$ cat src/rtl/hlf_wmul.sv
// ---------------------------------------------------------------------------
// Harmonic lens wide multiplier
// Multiplies a multi-word operand by a 32-bit word: one stage of 32x32
// partial products, one stage that sums them.
// ---------------------------------------------------------------------------
`default_nettype none

module hlf_wmul #(
	parameter int NL = 1
) (
	input  wire logic              clk,
	input  wire logic              en,
	input  wire logic [NL*32-1:0]  a,
	input  wire logic [31:0]       b,
	output logic      [NL*32+31:0] p
);

	localparam int PW = NL * 32 + 32;

	logic [63:0]   pp_s1 [NL];
	logic [PW-1:0] sum;
	logic [PW-1:0] p_s2;

	always_ff @(posedge clk) begin
		if (en) begin
			for (int j = 0; j < NL; j++) pp_s1[j] <= 64'(a[j*32 +: 32]) * 64'(b);
		end
	end

	always_comb begin
		sum = '0;
		for (int j = 0; j < NL; j++) sum = sum + (PW'(pp_s1[j]) << (32 * j));
	end

	always_ff @(posedge clk) begin
		if (en) begin
			p_s2 <= sum;
		end
	end

	assign p = p_s2;

endmodule

`default_nettype wire

$ cat config.mk
export PLATFORM = sky130hd
export DESIGN_NAME = hlf_wmul
export DESIGN_NICKNAME = d
export VERILOG_FILES = /design/src/rtl/hlf_wmul.sv
export SDC_FILE = /design/constraint.sdc
export NUM_CORES = 2
export LEC_CHECK = 0
export ABC_AREA = 1
export BUFFER_PORTS_ARGS = -buffer_cell sky130_fd_sc_hd__clkbuf_2
export CAP_MARGIN = 25
export CORE_UTILIZATION = 45
export DETAILED_ROUTE_END_ITERATION = 8
export SLEW_MARGIN = 20
export SYNTH_ARGS = -nofsm -noshare
export SYNTH_HDL_FRONTEND = slang
export SYNTH_SLANG_ARGS = --single-unit
$ cat constraint.sdc
create_clock -name clk -period 8.81 [get_ports clk]
set_clock_uncertainty 0.15 [all_clocks]
set_input_delay 0 -clock clk [delete_from_list [all_inputs] [get_ports clk]]
set_output_delay 0 -clock clk [all_outputs]
set_load 0.01 [all_outputs]
# Yosys cells after proc, flatten, opt, wreduce, memory -nomap -nowiden
# Memories as Yosys holds them, arrays and structs flattened. A register that Yosys moved wholly into a read port is not among the register bits.
# Index checks and enable logic that the tools add are counted.
[word_totals]
ramBits = 64
mem_count = 1
ff_bits = 0
[classes]
multipliers = 1
muxes = 2
[mem_list]
columns = ["memory", "depth", "width", "read_ports", "rd_ports_with_merged_regs", "wr", "line", "text"]
rows = [
  ["pp_s1", 1, 64, 1, 1, 1, "20", "logic [63:0] pp_s1 [NL];"],
]
[op_table]
columns = ["operator", "n"]
rows = [
  ["multiplier 32 x 32 -> 64 bit", 1],
  ["2-to-1 mux 1 bit", 2],
]

# Logic depth before layout (Yosys ltp)
[depth]
word_depth = 2
mapped_depth = 30
ltp_nobuf = 29

# Worst setup path after synthesis
# No wires, ideal clock.
[synth_timing]
path_kind = "input -> register"
startpoint = "in a[25]"
endpoint = "mem pp_s1[0][60], data pin"
path_buffers = 1
slack_ns = 2.710
setup_time_ns = 0.252
t_required_ns = 8.408
t_arrival_ns = 5.698
cell_stages = 26
path_cell_list = "clkbuf_1 > nand2_1 > fa_1 > inv_1 > fa_1 > inv_1 > fa_1 > inv_1 > fa_1 > fa_1 > fa_1 > fa_1 > inv_1 > fa_1 > inv_1 > ha_1 > nand2_1 > nand2_1 > a21oi_1 > nand2_1 > nand2_1 > nand2_1 > a21oi_1 > nand2_1 > nand2_1 > nand2_1"
[synth_via]
elab_chain_cells = 1
[synth_lines]
columns = ["item", "line", "text"]
rows = [
  ["start: declaration", "13", "input wire logic [NL*32-1:0] a,"],
  ["multiplier 32 x 32 -> 64 bit", "26", "for (int j = 0; j < NL; j++) pp_s1[j] <= 64'(a[j*32 +: 32]) * 64'(b);"],
  ["end: declaration", "20", ""],
]
# No other way between the ends.

# Final worst setup path
# Ends and elaborated chain as after synthesis.

==> flow_summary.yaml <==
yosys:
  ys_async_sr_fraction_pct: 0
  seq_area_frac_synth_pct: 9.62
  synth_top_area_cell: "fa_1"
  netlist_area_sq_um: 40000
  synth_cell_type_count: 23
  synth_top_flop_cell: "edfxtp_1"
  synth_common_cells: "inv_1, nand2_1, fa_1"
  synth.area.top_cells: "fa_1, inv_1, nand2_1, edfxtp_1, ha_1"
  yosysWarnings: 0
  yosys_register_bits: 128
  synth_top_area_share_pct: 44.9
  synth_most_common_cell: "inv_1"
  syn_nets: 6308
  syn_avg_cell_area_sq_um: 7.86
  synthCells: 5083
  synth_edf_count: 128
worst_setup_path:
  ff2ff_path_depth: 0
  start_kind: "input port"
  crit_path_end: "pp_s1[0][60]$_DFFE_PP_"
  r2r-end: "p[58]$_DFFE_PP_"
  startpoint: "a[25]"
  worst_r2r_startpoint: "pp_s1[0][58]$_DFFE_PP_"
  cp.required_ns: 8.83
  crit_type: "input port to flip-flop"
  endpoint_kind: "flip-flop"
  reg2reg_slack_ns: 7.96
  worstPathArrival_ns: 6.96
  crit_fanout: 32
die:
  coreArea_sq_um: 87400
  ios: 130
  die_width_microns: 300
  die_y_microns: 300
  initial_utilization_pct: 45.7
  die_area_sq_um: 90000
  rows: 108
finish:
  drive_gt1_share_pct: 5.35
  nets: 6311
  seq_area_sq_um: 3840
  area_growth_pct: 5.78
  fillerInstances: 8628
  num_antenna_cells: 0
  multi_input_area_sq_um: 28900
clock_tree:
  cts_tree: "built"
  cts_made_buffers: 17
  cts_buffer_depth: 2
  clk_latency_ns: 0.42
  clock_sinks: 128
  cts.reportedPaths.clkPinSlew_ns: 0.06
  htree_num_levels: 4
  root_buffer: "clkbuf_16"
  cts_setup_buffers: 0
sta:
  hold_viol: 0
  timing.final.crit_share_pct: 78.8
  rsz0062_at_grt: "no"
  worst-slew-pin-transition_ns: 1.09
  setup_viol: 0
  setup_tns_ns: 0
  relSlewSlack_pct: 27.3
  period_minus_slack_ns: 6.94
  timing.fmax_mhz: 144
  maxSlewViolCount: 0
global_routing:
  grt-ovfl-total: 0
  grt_usage_pct: 26.4
  grt_max_degree: 77
  antenna_found_initial: 1
  grt_pass1_vias: 31805
  grt_first_pass_wirelength_mm: 180
placement:
  portBuffers: 129
  hpwl_mm: 92.1
  gp_congestion: 0.949
run:
  maxCapViolCount: 0
routing:
  vias_per_cell: 4.86
  antenna_left: 0
  drtPass1Iterations: 6
  drcViolationCount: 0
  drt-wirelength-per-cell_microns: 18.2
  routed_wirelength_mm: 114
  vias: 30401
  drt_first_iter_violations: 2072
outcome:
  status: "finished, final reports clean"
min_path:
  hold_class: "input port to flip-flop"
flip-flops by register name, indices dropped and copies added, names as in the netlist:
| signal | flops |
|---|---|
| pp_s1 | 64 |
| p | 64 |
what timing repair did:
item                                   4_1_cts  5_1_grt
hold buffers                                 1        0
gates resized for setup                      0        0
endpoints found under the hold margin        7        0
critical path, cell delays in order:
cell      delay (ns)
clkbuf_2        0.75
nand2_1         0.19
fa_1            0.58
inv_1           0.05
fa_1            0.55
inv_1           0.06
fa_1            0.52
inv_1           0.05
fa_1            0.49
fa_1            0.57
fa_1            0.45
fa_1            0.50
inv_1           0.05
fa_1            0.53
inv_1           0.06
ha_1            0.37
nand2_1         0.10
nand2_1         0.07
a21oi_1         0.23
nand2_1         0.15
nand2_1         0.10
nand2_1         0.09
a21oi_1         0.22
nand2_1         0.08
nand2_1         0.06
nand2_1         0.07
layout by cell type, fill, tap and decap left out, types with 3 or more instances in the layout:
cell / count
edfxtp_1: 128
nand2_1: 1559
clkbuf_16: 17
nor3_1: 10
nor2_4: 5
clkbuf_2: 128
ha_1: 263
clkinv_4: 4
inv_2: 10
fa_1: 896
xor2_1: 32
nor3_2: 7
nor2_2: 23
nand3_2: 7
clkinv_1: 3
inv_1: 1723
nand4_1: 16
clkinvlp_4: 3
o21bai_1: 11
a21oi_1: 45
nand2_2: 16
nor2_1: 73
xnor2_1: 4
buf_4: 46
nand3_1: 59
per-layer routing:
metal	vias up	global-route usage, %	routed length (microns)	share of wire, %
li1	13951	-	-	-
met1	15248	34.4	45800	40
met2	983	46.1	57200	50
met3	217	2.29	6500	5.7
met4	2	8.98	4300	3.8
met5	-	0	13	0.011
final cells by class:
cell class,instances,share of cell area (%)
clock buffers,18,1.02
clock inverters,14,0.337
inverters,1733,15.4
multi-input cells,3030,68.4
flip-flops and latches,128,9.09
well taps,1155,3.42
repair buffers,176,2.40
per-stage QoR:
step	std cells	hold WS [ns]	util (%)	cell area [sq um]	setup WS, ns
after global routing	6254	0.141	48.4	42300	1.58
after global placement	6220	0.139	47.7	41700	1.43
after floorplan	5083	-0.0375	-	40000	2.71
after detailed placement	6220	0.140	47.7	41700	1.45
final	6254	0.0941	48.4	42300	1.87
after CTS	6253	0.0806	48.3	42300	1.91
how the worst min path moves through the flow:
stage | from | end | slack (ns) | cells past startpoint
final | b[0] | pp_s1[0][0]$_DFFE_PP_ | 0.09 | 3
after global placement | en | p[61]$_DFFE_PP_ | 0.14 | 1
after detailed placement | en | p[61]$_DFFE_PP_ | 0.14 | 1
after global routing | b[0] | pp_s1[0][0]$_DFFE_PP_ | 0.14 | 3
after CTS | b[0] | pp_s1[0][0]$_DFFE_PP_ | 0.08 | 3
after floorplan | en | p[0]$_DFFE_PP_ | -0.04 | 0
kinds of logic after synthesis:
group	count (synthesis)	synth area share, %
fa+ha+maj	1159	53.1
simple gates	1776	17.6
compound gates	59	0.823
flops	128	9.62
xor+xnor	36	0.789
buf+inv	1925	18.1
Power is left out: the tool's default activity adds up to more than one toggle a clock period on the data nets, which glitch-free logic cannot reach.
